**src/rtl/ssfs_pkg.sv**
```systemverilog
package ssfs_pkg;

	// Field widths fixed by the register map and item formats.
	localparam int unsigned FRAME_W  = 12;
	localparam int unsigned SIDE_W   = 7;
	localparam int unsigned DELTA_W  = 20;
	localparam int unsigned GAIN_W   = 16;
	localparam int unsigned ACC_W    = 40;
	localparam int unsigned PROD_W   = DELTA_W + GAIN_W;
	localparam int unsigned TOTAL_W  = FRAME_W + 1;
	localparam int unsigned HITS_W   = 7;
	localparam int unsigned POS_W    = 6;
	localparam int unsigned CFG_IDX_W  = 3;
	localparam int unsigned CFG_DATA_W = 20;

	// The frame count is capped at one full 12-bit index range.
	localparam logic [TOTAL_W-1:0] FRAME_LIMIT = 13'd4096;
	localparam logic [HITS_W-1:0]  HITS_MAX    = 7'd127;

	// Item actions.
	typedef enum logic [1:0] {
		ACT_TICK  = 2'd0,
		ACT_PLAY  = 2'd1,
		ACT_PAUSE = 2'd2,
		ACT_NONE  = 2'd3
	} action_t;

	// Configuration register indexes.
	typedef enum logic [CFG_IDX_W-1:0] {
		REG_FRAMES_ACROSS   = 3'd0,
		REG_FRAMES_DOWN     = 3'd1,
		REG_FRAME_PERIOD    = 3'd2,
		REG_SPEED_GAIN      = 3'd3,
		REG_LOOP_ENABLE     = 3'd4,
		REG_CALLBACK_FRAME  = 3'd5,
		REG_CALLBACK_REPEAT = 3'd6,
		REG_USE_UNSCALED    = 3'd7
	} cfg_reg_t;

	typedef struct packed {
		logic [1:0]         action;
		logic [DELTA_W-1:0] scaled_delta;
		logic [DELTA_W-1:0] unscaled_delta;
	} in_item_t;

	typedef struct packed {
		logic [FRAME_W-1:0] frame_index;
		logic [POS_W-1:0]   frame_column;
		logic [POS_W-1:0]   frame_row;
		logic               is_playing;
		logic [HITS_W-1:0]  callback_hits;
		logic               active;
	} out_item_t;

	typedef struct packed {
		logic [CFG_IDX_W-1:0]  index;
		logic [CFG_DATA_W-1:0] data;
	} cfg_wr_t;

	// Current register contents, handed from the register file to the sequencer.
	typedef struct packed {
		logic [SIDE_W-1:0]  frames_across;
		logic [SIDE_W-1:0]  frames_down;
		logic [DELTA_W-1:0] frame_period;
		logic [GAIN_W-1:0]  speed_gain;
		logic               loop_enable;
		logic [FRAME_W-1:0] callback_frame;
		logic               callback_repeat;
		logic               use_unscaled;
	} cfg_t;

	// Shared subtractor request and response.
	typedef struct packed {
		logic [ACC_W-1:0] a;
		logic [ACC_W-1:0] b;
	} sub_req_t;

	typedef struct packed {
		logic [ACC_W-1:0] diff;
		logic             ge;
	} sub_rsp_t;

endpackage

```
**src/rtl/ssfs_chan_if.sv**
```systemverilog
interface ssfs_chan_if #(
	parameter type T = logic
) ();
	logic valid;
	logic ready;
	T     data;

	modport source (output valid, output data, input ready);
	modport sink (input valid, input data, output ready);
endinterface

```
**src/rtl/ssfs_cfg_regs.sv**
```systemverilog
module ssfs_cfg_regs
	import ssfs_pkg::*;
(
	input  logic    clk,
	input  logic    arst_n,
	input  logic    wr_valid,
	input  cfg_wr_t wr,
	output logic    wr_ready,
	output cfg_t    cfg
);

	cfg_t cfg_q;

	// Writes are always taken.
	assign wr_ready = 1'b1;
	assign cfg      = cfg_q;

	// Register file with its reset values.
	always_ff @(posedge clk or negedge arst_n) begin
		if (!arst_n) begin
			cfg_q.frames_across   <= 7'd1;
			cfg_q.frames_down     <= 7'd1;
			cfg_q.frame_period    <= 20'd16667;
			cfg_q.speed_gain      <= 16'd256;
			cfg_q.loop_enable     <= 1'b1;
			cfg_q.callback_frame  <= '0;
			cfg_q.callback_repeat <= 1'b0;
			cfg_q.use_unscaled    <= 1'b0;
		end else if (wr_valid) begin
			case (cfg_reg_t'(wr.index))
				REG_FRAMES_ACROSS:   cfg_q.frames_across   <= wr.data[SIDE_W-1:0];
				REG_FRAMES_DOWN:     cfg_q.frames_down     <= wr.data[SIDE_W-1:0];
				REG_FRAME_PERIOD:    cfg_q.frame_period    <= wr.data[DELTA_W-1:0];
				REG_SPEED_GAIN:      cfg_q.speed_gain      <= wr.data[GAIN_W-1:0];
				REG_LOOP_ENABLE:     cfg_q.loop_enable     <= wr.data[0];
				REG_CALLBACK_FRAME:  cfg_q.callback_frame  <= wr.data[FRAME_W-1:0];
				REG_CALLBACK_REPEAT: cfg_q.callback_repeat <= wr.data[0];
				REG_USE_UNSCALED:    cfg_q.use_unscaled    <= wr.data[0];
				default: ;
			endcase
		end
	end

endmodule

```
**src/rtl/ssfs_sub_unit.sv**
```systemverilog
module ssfs_sub_unit
	import ssfs_pkg::*;
(
	input  sub_req_t req,
	output sub_rsp_t rsp
);

	logic [ACC_W:0] diff_full;

	// One wide subtract; the borrow out gives the compare.
	assign diff_full = {1'b0, req.a} - {1'b0, req.b};
	assign rsp.diff  = diff_full[ACC_W-1:0];
	assign rsp.ge    = ~diff_full[ACC_W];

endmodule

```
**src/rtl/ssfs_seq.sv**
```systemverilog
module ssfs_seq
	import ssfs_pkg::*;
#(
	parameter int MAX_SIDE  = 64,
	parameter int MAX_STEPS = 64
) (
	input  logic      clk,
	input  logic      arst_n,
	input  cfg_t      cfg,
	input  logic      item_valid,
	input  in_item_t  item,
	output logic      item_ready,
	output logic      res_valid,
	input  logic      res_ready,
	output out_item_t res,
	output sub_req_t  sub_req,
	input  sub_rsp_t  sub_rsp
);

	localparam int unsigned STEP_W = $clog2(MAX_STEPS + 1);

	typedef enum logic [6:0] {
		S_IDLE  = 7'b0000001,
		S_MUL   = 7'b0000010,
		S_ADD   = 7'b0000100,
		S_LOOP  = 7'b0001000,
		S_DINIT = 7'b0010000,
		S_DIV   = 7'b0100000,
		S_OUT   = 7'b1000000
	} state_t;

	state_t              state_q;
	logic [DELTA_W-1:0]  dt_q;
	logic [PROD_W-1:0]   prod_q;
	logic [ACC_W-1:0]    acc_q;
	logic [FRAME_W-1:0]  frame_q;
	logic                playing_q;
	logic                cb_done_q;
	logic [HITS_W-1:0]   hits_q;
	logic [STEP_W-1:0]   steps_q;
	logic                active_q;
	logic [TOTAL_W-1:0]  total_q;
	logic [SIDE_W-1:0]   across_q;
	logic [SIDE_W-1:0]   rem_q;
	logic [FRAME_W-1:0]  quo_q;
	logic [3:0]          bit_cnt_q;
	logic                res_valid_q;
	out_item_t           res_q;

	logic [SIDE_W-1:0]   across;
	logic [SIDE_W-1:0]   down;
	logic                active;
	logic [2*SIDE_W-1:0] area;
	logic [TOTAL_W-1:0]  total;
	logic [ACC_W-1:0]    period;
	logic [SIDE_W:0]     div_part;
	logic [ACC_W:0]      sum;
	logic                step_go;
	logic                at_last;
	logic [FRAME_W-1:0]  frame_next;
	logic                hit;

	// Sheet size, clamped per side and capped in total.
	assign across = (32'(cfg.frames_across) > MAX_SIDE) ? SIDE_W'(MAX_SIDE) : cfg.frames_across;
	assign down   = (32'(cfg.frames_down) > MAX_SIDE) ? SIDE_W'(MAX_SIDE) : cfg.frames_down;
	assign active = (across != '0) && (down != '0);
	assign area   = (2*SIDE_W)'(across) * (2*SIDE_W)'(down);
	assign total  = ((2*SIDE_W)'(FRAME_LIMIT) < area) ? FRAME_LIMIT : area[TOTAL_W-1:0];

	// Frame period in Q32.8 units.
	assign period = {{(ACC_W-DELTA_W-8){1'b0}}, cfg.frame_period, 8'd0};

	// Partial remainder for one restoring divide step.
	assign div_part = {rem_q, quo_q[FRAME_W-1]};

	// The shared subtractor serves the frame loop and the column/row divide.
	always_comb begin
		if (state_q == S_DIV) begin
			sub_req.a = ACC_W'(div_part);
			sub_req.b = ACC_W'(across_q);
		end else begin
			sub_req.a = acc_q;
			sub_req.b = period;
		end
	end

	// Saturating accumulate of the scaled time.
	assign sum = {1'b0, acc_q} + (ACC_W+1)'(prod_q);

	// One frame step of the loop.
	assign step_go    = playing_q && sub_rsp.ge && (steps_q < STEP_W'(MAX_STEPS));
	assign at_last    = {1'b0, frame_q} >= (total_q - TOTAL_W'(1));
	assign frame_next = at_last ? '0 : frame_q + FRAME_W'(1);
	assign hit        = (frame_next == cfg.callback_frame) && (!cb_done_q || cfg.callback_repeat);

	assign item_ready = (state_q == S_IDLE);
	assign res_valid  = res_valid_q;
	assign res        = res_q;

	// Sequencer.
	always_ff @(posedge clk or negedge arst_n) begin
		if (!arst_n) begin
			state_q     <= S_IDLE;
			dt_q        <= '0;
			prod_q      <= '0;
			acc_q       <= '0;
			frame_q     <= '0;
			playing_q   <= 1'b0;
			cb_done_q   <= 1'b0;
			hits_q      <= '0;
			steps_q     <= '0;
			active_q    <= 1'b0;
			total_q     <= '0;
			across_q    <= '0;
			rem_q       <= '0;
			quo_q       <= '0;
			bit_cnt_q   <= '0;
			res_valid_q <= 1'b0;
			res_q       <= '0;
		end else begin
			// The output state reloads the register itself when it frees.
			if (res_valid_q && res_ready && (state_q != S_OUT)) begin
				res_valid_q <= 1'b0;
			end
			case (state_q)
				S_IDLE: begin
					if (item_valid) begin
						dt_q     <= cfg.use_unscaled ? item.unscaled_delta : item.scaled_delta;
						active_q <= active;
						total_q  <= total;
						across_q <= across;
						hits_q   <= '0;
						steps_q  <= '0;
						case (action_t'(item.action))
							ACT_PLAY: begin
								playing_q <= 1'b1;
								state_q   <= S_DINIT;
							end
							ACT_PAUSE: begin
								playing_q <= 1'b0;
								state_q   <= S_DINIT;
							end
							ACT_TICK: begin
								state_q <= active ? S_MUL : S_DINIT;
							end
							default: begin
								state_q <= S_DINIT;
							end
						endcase
					end
				end
				S_MUL: begin
					prod_q  <= PROD_W'(dt_q) * PROD_W'(cfg.speed_gain);
					state_q <= S_ADD;
				end
				S_ADD: begin
					if (playing_q) begin
						acc_q <= sum[ACC_W] ? '1 : sum[ACC_W-1:0];
					end
					state_q <= S_LOOP;
				end
				S_LOOP: begin
					if (step_go) begin
						steps_q <= steps_q + STEP_W'(1);
						if (at_last && !cfg.loop_enable) begin
							// Stop on the last frame; no callback test here.
							frame_q   <= total_q[FRAME_W-1:0] - FRAME_W'(1);
							acc_q     <= '0;
							playing_q <= 1'b0;
							state_q   <= S_DINIT;
						end else begin
							frame_q <= frame_next;
							acc_q   <= sub_rsp.diff;
							if (hit) begin
								cb_done_q <= 1'b1;
								if (hits_q != HITS_MAX) begin
									hits_q <= hits_q + HITS_W'(1);
								end
							end
						end
					end else begin
						state_q <= S_DINIT;
					end
				end
				S_DINIT: begin
					rem_q     <= '0;
					quo_q     <= frame_q;
					bit_cnt_q <= 4'(FRAME_W - 1);
					state_q   <= S_DIV;
				end
				S_DIV: begin
					// One quotient bit per cycle.
					rem_q <= sub_rsp.ge ? sub_rsp.diff[SIDE_W-1:0] : div_part[SIDE_W-1:0];
					quo_q <= {quo_q[FRAME_W-2:0], sub_rsp.ge};
					if (bit_cnt_q == '0) begin
						state_q <= S_OUT;
					end else begin
						bit_cnt_q <= bit_cnt_q - 4'd1;
					end
				end
				S_OUT: begin
					if (!res_valid_q || res_ready) begin
						res_q.frame_index   <= frame_q;
						res_q.frame_column  <= active_q ? rem_q[POS_W-1:0] : '0;
						res_q.frame_row     <= active_q ? quo_q[POS_W-1:0] : '0;
						res_q.is_playing    <= playing_q;
						res_q.callback_hits <= hits_q;
						res_q.active        <= active_q;
						res_valid_q         <= 1'b1;
						state_q             <= S_IDLE;
					end
				end
				default: begin
					state_q <= S_IDLE;
				end
			endcase
		end
	end

endmodule

```
**src/rtl/sprite_sheet_frame_sequencer.sv**
```systemverilog
// Sprite-sheet frame sequencer.
// Channels: "items" takes one action per item (time tick, play, pause) with the
// scaled and unscaled delta times; "results" returns exactly one item per input
// item with the frame, its column and row, the playing flag, the callback hit
// count and the active flag. "cfg" writes one register per handshake (index,
// data) and is always ready; write it only while no item is in flight.
// Steps: a tick on an active sheet runs one multiply, one accumulate, then up
// to MAX_STEPS frame steps, each one loop pass, plus a final compare, then a
// divide setup, a bitwise restoring divide of the 12-bit frame into column and
// row, and an output step. A stop on the last frame skips the final compare.
// Play, pause, idle actions and ticks on an inactive sheet go straight to the
// divide setup. The shared 40-bit subtractor serves both the frame loop and
// the divide, so one item is worked on at a time; the next item is taken once
// the sequencer is back in its idle state after a result is loaded.
// A result waits in the output register while the receiver stalls; the next
// item is accepted meanwhile but its result is held back until the register
// frees. Reset clears the accumulator, frame, playing and callback state and
// loads the register defaults.
module sprite_sheet_frame_sequencer
	import ssfs_pkg::*;
#(
	parameter int MAX_SIDE  = 64,
	parameter int MAX_STEPS = 64
) (
	input  logic               clk,
	input  logic               arst_n,
	ssfs_chan_if.sink          cfg,
	ssfs_chan_if.sink          items,
	ssfs_chan_if.source        results
);

	cfg_t     cfg_cur;
	sub_req_t sub_req;
	sub_rsp_t sub_rsp;

	// Register file.
	ssfs_cfg_regs u_cfg_regs (
		.clk      (clk),
		.arst_n   (arst_n),
		.wr_valid (cfg.valid),
		.wr       (cfg.data),
		.wr_ready (cfg.ready),
		.cfg      (cfg_cur)
	);

	// Shared subtract and compare unit.
	ssfs_sub_unit u_sub_unit (
		.req (sub_req),
		.rsp (sub_rsp)
	);

	// Sequencer with the animation state.
	ssfs_seq #(
		.MAX_SIDE  (MAX_SIDE),
		.MAX_STEPS (MAX_STEPS)
	) u_seq (
		.clk        (clk),
		.arst_n     (arst_n),
		.cfg        (cfg_cur),
		.item_valid (items.valid),
		.item       (items.data),
		.item_ready (items.ready),
		.res_valid  (results.valid),
		.res_ready  (results.ready),
		.res        (results.data),
		.sub_req    (sub_req),
		.sub_rsp    (sub_rsp)
	);

endmodule

```
**src/flat_wrapper.sv**
```systemverilog
// flat-port wrapper written by rule: the top's interface ports become plain ports
module sprite_sheet_frame_sequencer_flat import ssfs_pkg::*;
#(
	parameter int MAX_SIDE  = 64,
	parameter int MAX_STEPS = 64
)
  (clk, arst_n, cfg_valid, cfg_data, cfg_ready, items_valid, items_data, items_ready, results_valid, results_data, results_ready);
  ssfs_chan_if #(.T(cfg_wr_t)) cfg_i ();
  ssfs_chan_if #(.T(in_item_t)) items_i ();
  ssfs_chan_if #(.T(out_item_t)) results_i ();
  input  logic clk;
  input  logic arst_n;
  input wire logic [$bits(cfg_i.valid)-1:0] cfg_valid;
  input wire logic [$bits(cfg_i.data)-1:0] cfg_data;
  output wire logic [$bits(cfg_i.ready)-1:0] cfg_ready;
  input wire logic [$bits(items_i.valid)-1:0] items_valid;
  input wire logic [$bits(items_i.data)-1:0] items_data;
  output wire logic [$bits(items_i.ready)-1:0] items_ready;
  output wire logic [$bits(results_i.valid)-1:0] results_valid;
  output wire logic [$bits(results_i.data)-1:0] results_data;
  input wire logic [$bits(results_i.ready)-1:0] results_ready;
  assign cfg_i.valid = cfg_valid;
  assign cfg_i.data = cfg_data;
  assign cfg_ready = cfg_i.ready;
  assign items_i.valid = items_valid;
  assign items_i.data = items_data;
  assign items_ready = items_i.ready;
  assign results_valid = results_i.valid;
  assign results_data = results_i.data;
  assign results_i.ready = results_ready;
  sprite_sheet_frame_sequencer #(.MAX_SIDE(MAX_SIDE), .MAX_STEPS(MAX_STEPS)) u_core (.clk(clk), .arst_n(arst_n), .cfg(cfg_i), .items(items_i), .results(results_i));
endmodule
```
**config.mk**
```make
export PLATFORM = sky130hd
export DESIGN_NAME = sprite_sheet_frame_sequencer_flat
export DESIGN_NICKNAME = d
export VERILOG_FILES = /design/src/rtl/ssfs_pkg.sv /design/src/rtl/ssfs_chan_if.sv /design/src/rtl/ssfs_cfg_regs.sv /design/src/rtl/ssfs_sub_unit.sv /design/src/rtl/ssfs_seq.sv /design/src/rtl/sprite_sheet_frame_sequencer.sv /design/src/flat_wrapper.sv
export SDC_FILE = /design/constraint.sdc
export NUM_CORES = 2
export LEC_CHECK = 0
export ABC_CLOCK_PERIOD_IN_PS = 20300
export BUFFER_PORTS_ARGS = -buffer_cell sky130_fd_sc_hd__buf_2
export CAP_MARGIN = 20
export CELL_PAD_IN_SITES_DETAIL_PLACEMENT = 1
export CELL_PAD_IN_SITES_GLOBAL_PLACEMENT = 1
export CORE_MARGIN = 4
export CORE_UTILIZATION = 40
export DETAILED_ROUTE_END_ITERATION = 10
export HOLD_SLACK_MARGIN = 0.1
export PLACE_DENSITY = 0.77
export RECOVER_POWER = 50
export SLEW_MARGIN = 20
export SYNTH_ARGS = -nofsm -noshare
export SYNTH_HDL_FRONTEND = slang
export SYNTH_SLANG_ARGS = --single-unit
```
**constraint.sdc**
```tcl
create_clock -name clk -period 20.3 [get_ports clk]
set_input_delay 6.09 -clock clk [delete_from_list [all_inputs] [get_ports clk]]
set_output_delay 6.09 -clock clk [all_outputs]
set_load 0.02 [all_outputs]
```
==> impl_metrics.ini <==
[run_status]
outcome = finished with violations
violations = max-capacitance violations, max-slew violations

[yosys]
synth-main-ff-cell = dfrtp_1
yosys_warnings = 0
syn_area_per_cell_um2 = 8.825
syn_inst = 3235
synthArstFlopShare = 1.000
synth_cell_types = 86
synth_seq_cells = 274
seq_area_frac_synth = 0.2407
synth_nets = 3802
syn_area_mm2 = 0.02855
synth-edff-count = 0

[clock_tree]
clk_pin_slew_ns = 0.06
worstSkewPairLatency_ns = 0.54
clk_path_buf_depth = 3
cts.htree.levels = 2
cts_inserted_buffers = 34
cts_tree = done
root_buffer = clkbuf_16
post_cts_buffers = 0
cts_sinks = 274
hold_buffers = 0
cts_resized = 0

[setup_path]
crit_path_end_kind = async pin
path_class = in2async
cp_common_cell = clkbuf_1
r2r_slack_ns = 11.52
crit_fanout = 80
cp_slowest_stage_delay_ns = 2.98
critPathSlowestCell = clkbuf_1
required_ns = 20.81
cp-start-kind = primary input
crit_chain = clkbuf_1, clkbuf_1, buf_4
crit_arrival_ns = 12.70

[die]
floorplan.rows = 97
core_mm2 = 0.07039
die_area_mm2 = 0.07571
ios = 106
die_width_um = 275.2
die_h_um = 275.2
initial_utilization = 0.4055

[sta]
period_share = 0.6006
slew_violations = 484
grt_setup_unrepaired = false
whs_ns = 0.4734
tightest_slew_ns = 4.338
fmax_ghz = 0.08202
report.final.hold_viol_count = 0
finalSetupViolations = 0
relSlewSlack = -1.892
tns_ns = 0
min_period_ns = 12.19
finClkSkew_ns = 0.02031

[detailed_routing]
via_per_inst = 5.572
wl_per_cell_um = 20.64
dr.pass1.iters = 5
drtAntennaViolNets = 0
routed.top_layer = met4
first_iter_violations = 1396
wl_mm = 87.11
drc = 0
dr_total_vias = 23515
wl_met1_mm = 39.17
dr_wl_met2_mm = 41.46
wl_met3_mm = 4.341

[cells_and_area]
fin_cells = 4220
fin_area_mm2 = 0.03107
syn_to_final_growth_pct = 8.836
final_cell_mix = nand2_1 (514), inv_1 (362), fa_1 (276), dfrtp_1 (263), ha_1 (221)
fin_nets = 3821
drive_gt1_frac = 0.09182
mostFrequentLayoutCell = nand2_1

[grt]
grt_pass1_vias = 25807
track_usage = 0.2345
grt-ovfl-total = 0
antenna_found_initial = 4
grt_pass1_wl_mm = 141.5
grt_max_degree = 81

[hold_path]
hp-class = reg2reg

[placement]
placed_area_mm2 = 0.02994
hpwl_mm = 66.65
numPortBuffers = 104
gp_congestion = 0.8915
dp.cells = 4157

[flow_run]
drv_cap = 9
==> sequential cells by signal (all words and copies together), names as in the netlist <==
name                    cells
u_core.u_seq.steps_q        7
u_core.u_seq.res_valid      1
u_core.u_seq.res           33
u_core.u_seq.state_q        7
u_core.u_seq.cb_done_q      1
u_core.u_seq.hits_q         7
u_core.u_seq.prod_q        36
u_core.u_seq.across_q       7
u_core.u_seq.total_q       13
u_core.u_seq.playing_q      1
u_core.u_seq.frame_q       12
u_core.u_seq.rem_q          7
u_core.u_cfg_regs.cfg      65
u_core.u_seq.quo_q         12
u_core.u_seq.acc_q         40
u_core.u_seq.bit_cnt_q      4
u_core.u_seq.dt_q          20
u_core.u_seq.active_q       1
==> critical path, delay by kind of cell <==
| kind | cells | cell delay [ns] |
|---|---|---|
| buf+inv | 3 | 6.49 |
==> synthesized netlist by cell type (31+ instances only) <==
cell type	number	share of area
nand2_1	516	0.068
inv_1	362	0.048
fa_1	276	0.19
dfrtp_1	263	0.23
ha_1	221	0.097
a21oi_1	179	0.031
o21ai_0	176	0.031
and2_1	168	0.037
clkbuf_1	141	0.019
nor2_1	131	0.017
mux2_2	84	0.033
xor2_1	64	0.020
xnor2_1	61	0.019
a21o_1	50	0.013
nand3_1	50	0.0088
nor3_1	38	0.0067
nand2b_1	33	0.0072
mux2i_1	31	0.011
==> cell families after synthesis <==
logic type	share of synthesized area
xor gates and xnor gates	0.03835
buffers and inverters	0.06842
DFF	0.2407
adders and majority gates	0.2904
muxes	0.04400
and+or+nand+nor	0.1823
other	0.0001314
AOI/OAI and AO/OA	0.1357
==> path summary, 6_finish.rpt <==
kind / endpoint / depth (start not counted) / from
worst max-delay path: u_core.u_cfg_regs.cfg[21]$_DFFE_PN0P_ / 3 / arst_n
worst min-delay path: u_core.u_seq.res[8]$_DFFE_PN0P_ / 2 / u_core.u_seq.res[8]$_DFFE_PN0P_
min in group asynchronous: u_core.u_seq.bit_cnt_q[1]$_DFFE_PN0P_ / 1 / arst_n
max in group clk: u_core.u_seq.hits_q[0]$_DFFE_PN0P_ / 7 / items_valid
worst max register to register: u_core.u_seq.acc_q[15]$_DFFE_PN0P_ / 16 / u_core.u_seq.state_q[0]$_DFFE_PN1P_
worst min register to register: u_core.u_seq.res[8]$_DFFE_PN0P_ / 2 / u_core.u_seq.res[8]$_DFFE_PN0P_
==> routing by layer <==
metal | GRT usage | up-vias
li1 | - | 10816
met1 | 0.3208 | 12091
met2 | 0.3943 | 492
met3 | 0.03209 | 116
met4 | 0.05956 | 0
met5 | 0 | -
==> through the flow <==
step                setup WS (ns)  utilization
finish                      8.108       0.4414
global route                6.769       0.4414
CTS                         12.00       0.4423
detailed placement          11.85       0.4253
global placement            11.90       0.4253
floorplan                   12.85            -
==> area by class of cell <==
type | count | area [µm²]
diodes | 2 | 5.005
clock buffers | 44 | 949.7
clock inverters | 16 | 247.7
fillers | 8392 | 39320
inverters | 362 | 1359
multi-input cells | 2446 | 19750
flip-flops and latches | 274 | 6870
well taps | 940 | 1176
repair buffers | 136 | 711.9
Power is left out: the tool's default activity adds up to more than one toggle a clock period on the data nets, which glitch-free logic cannot reach.
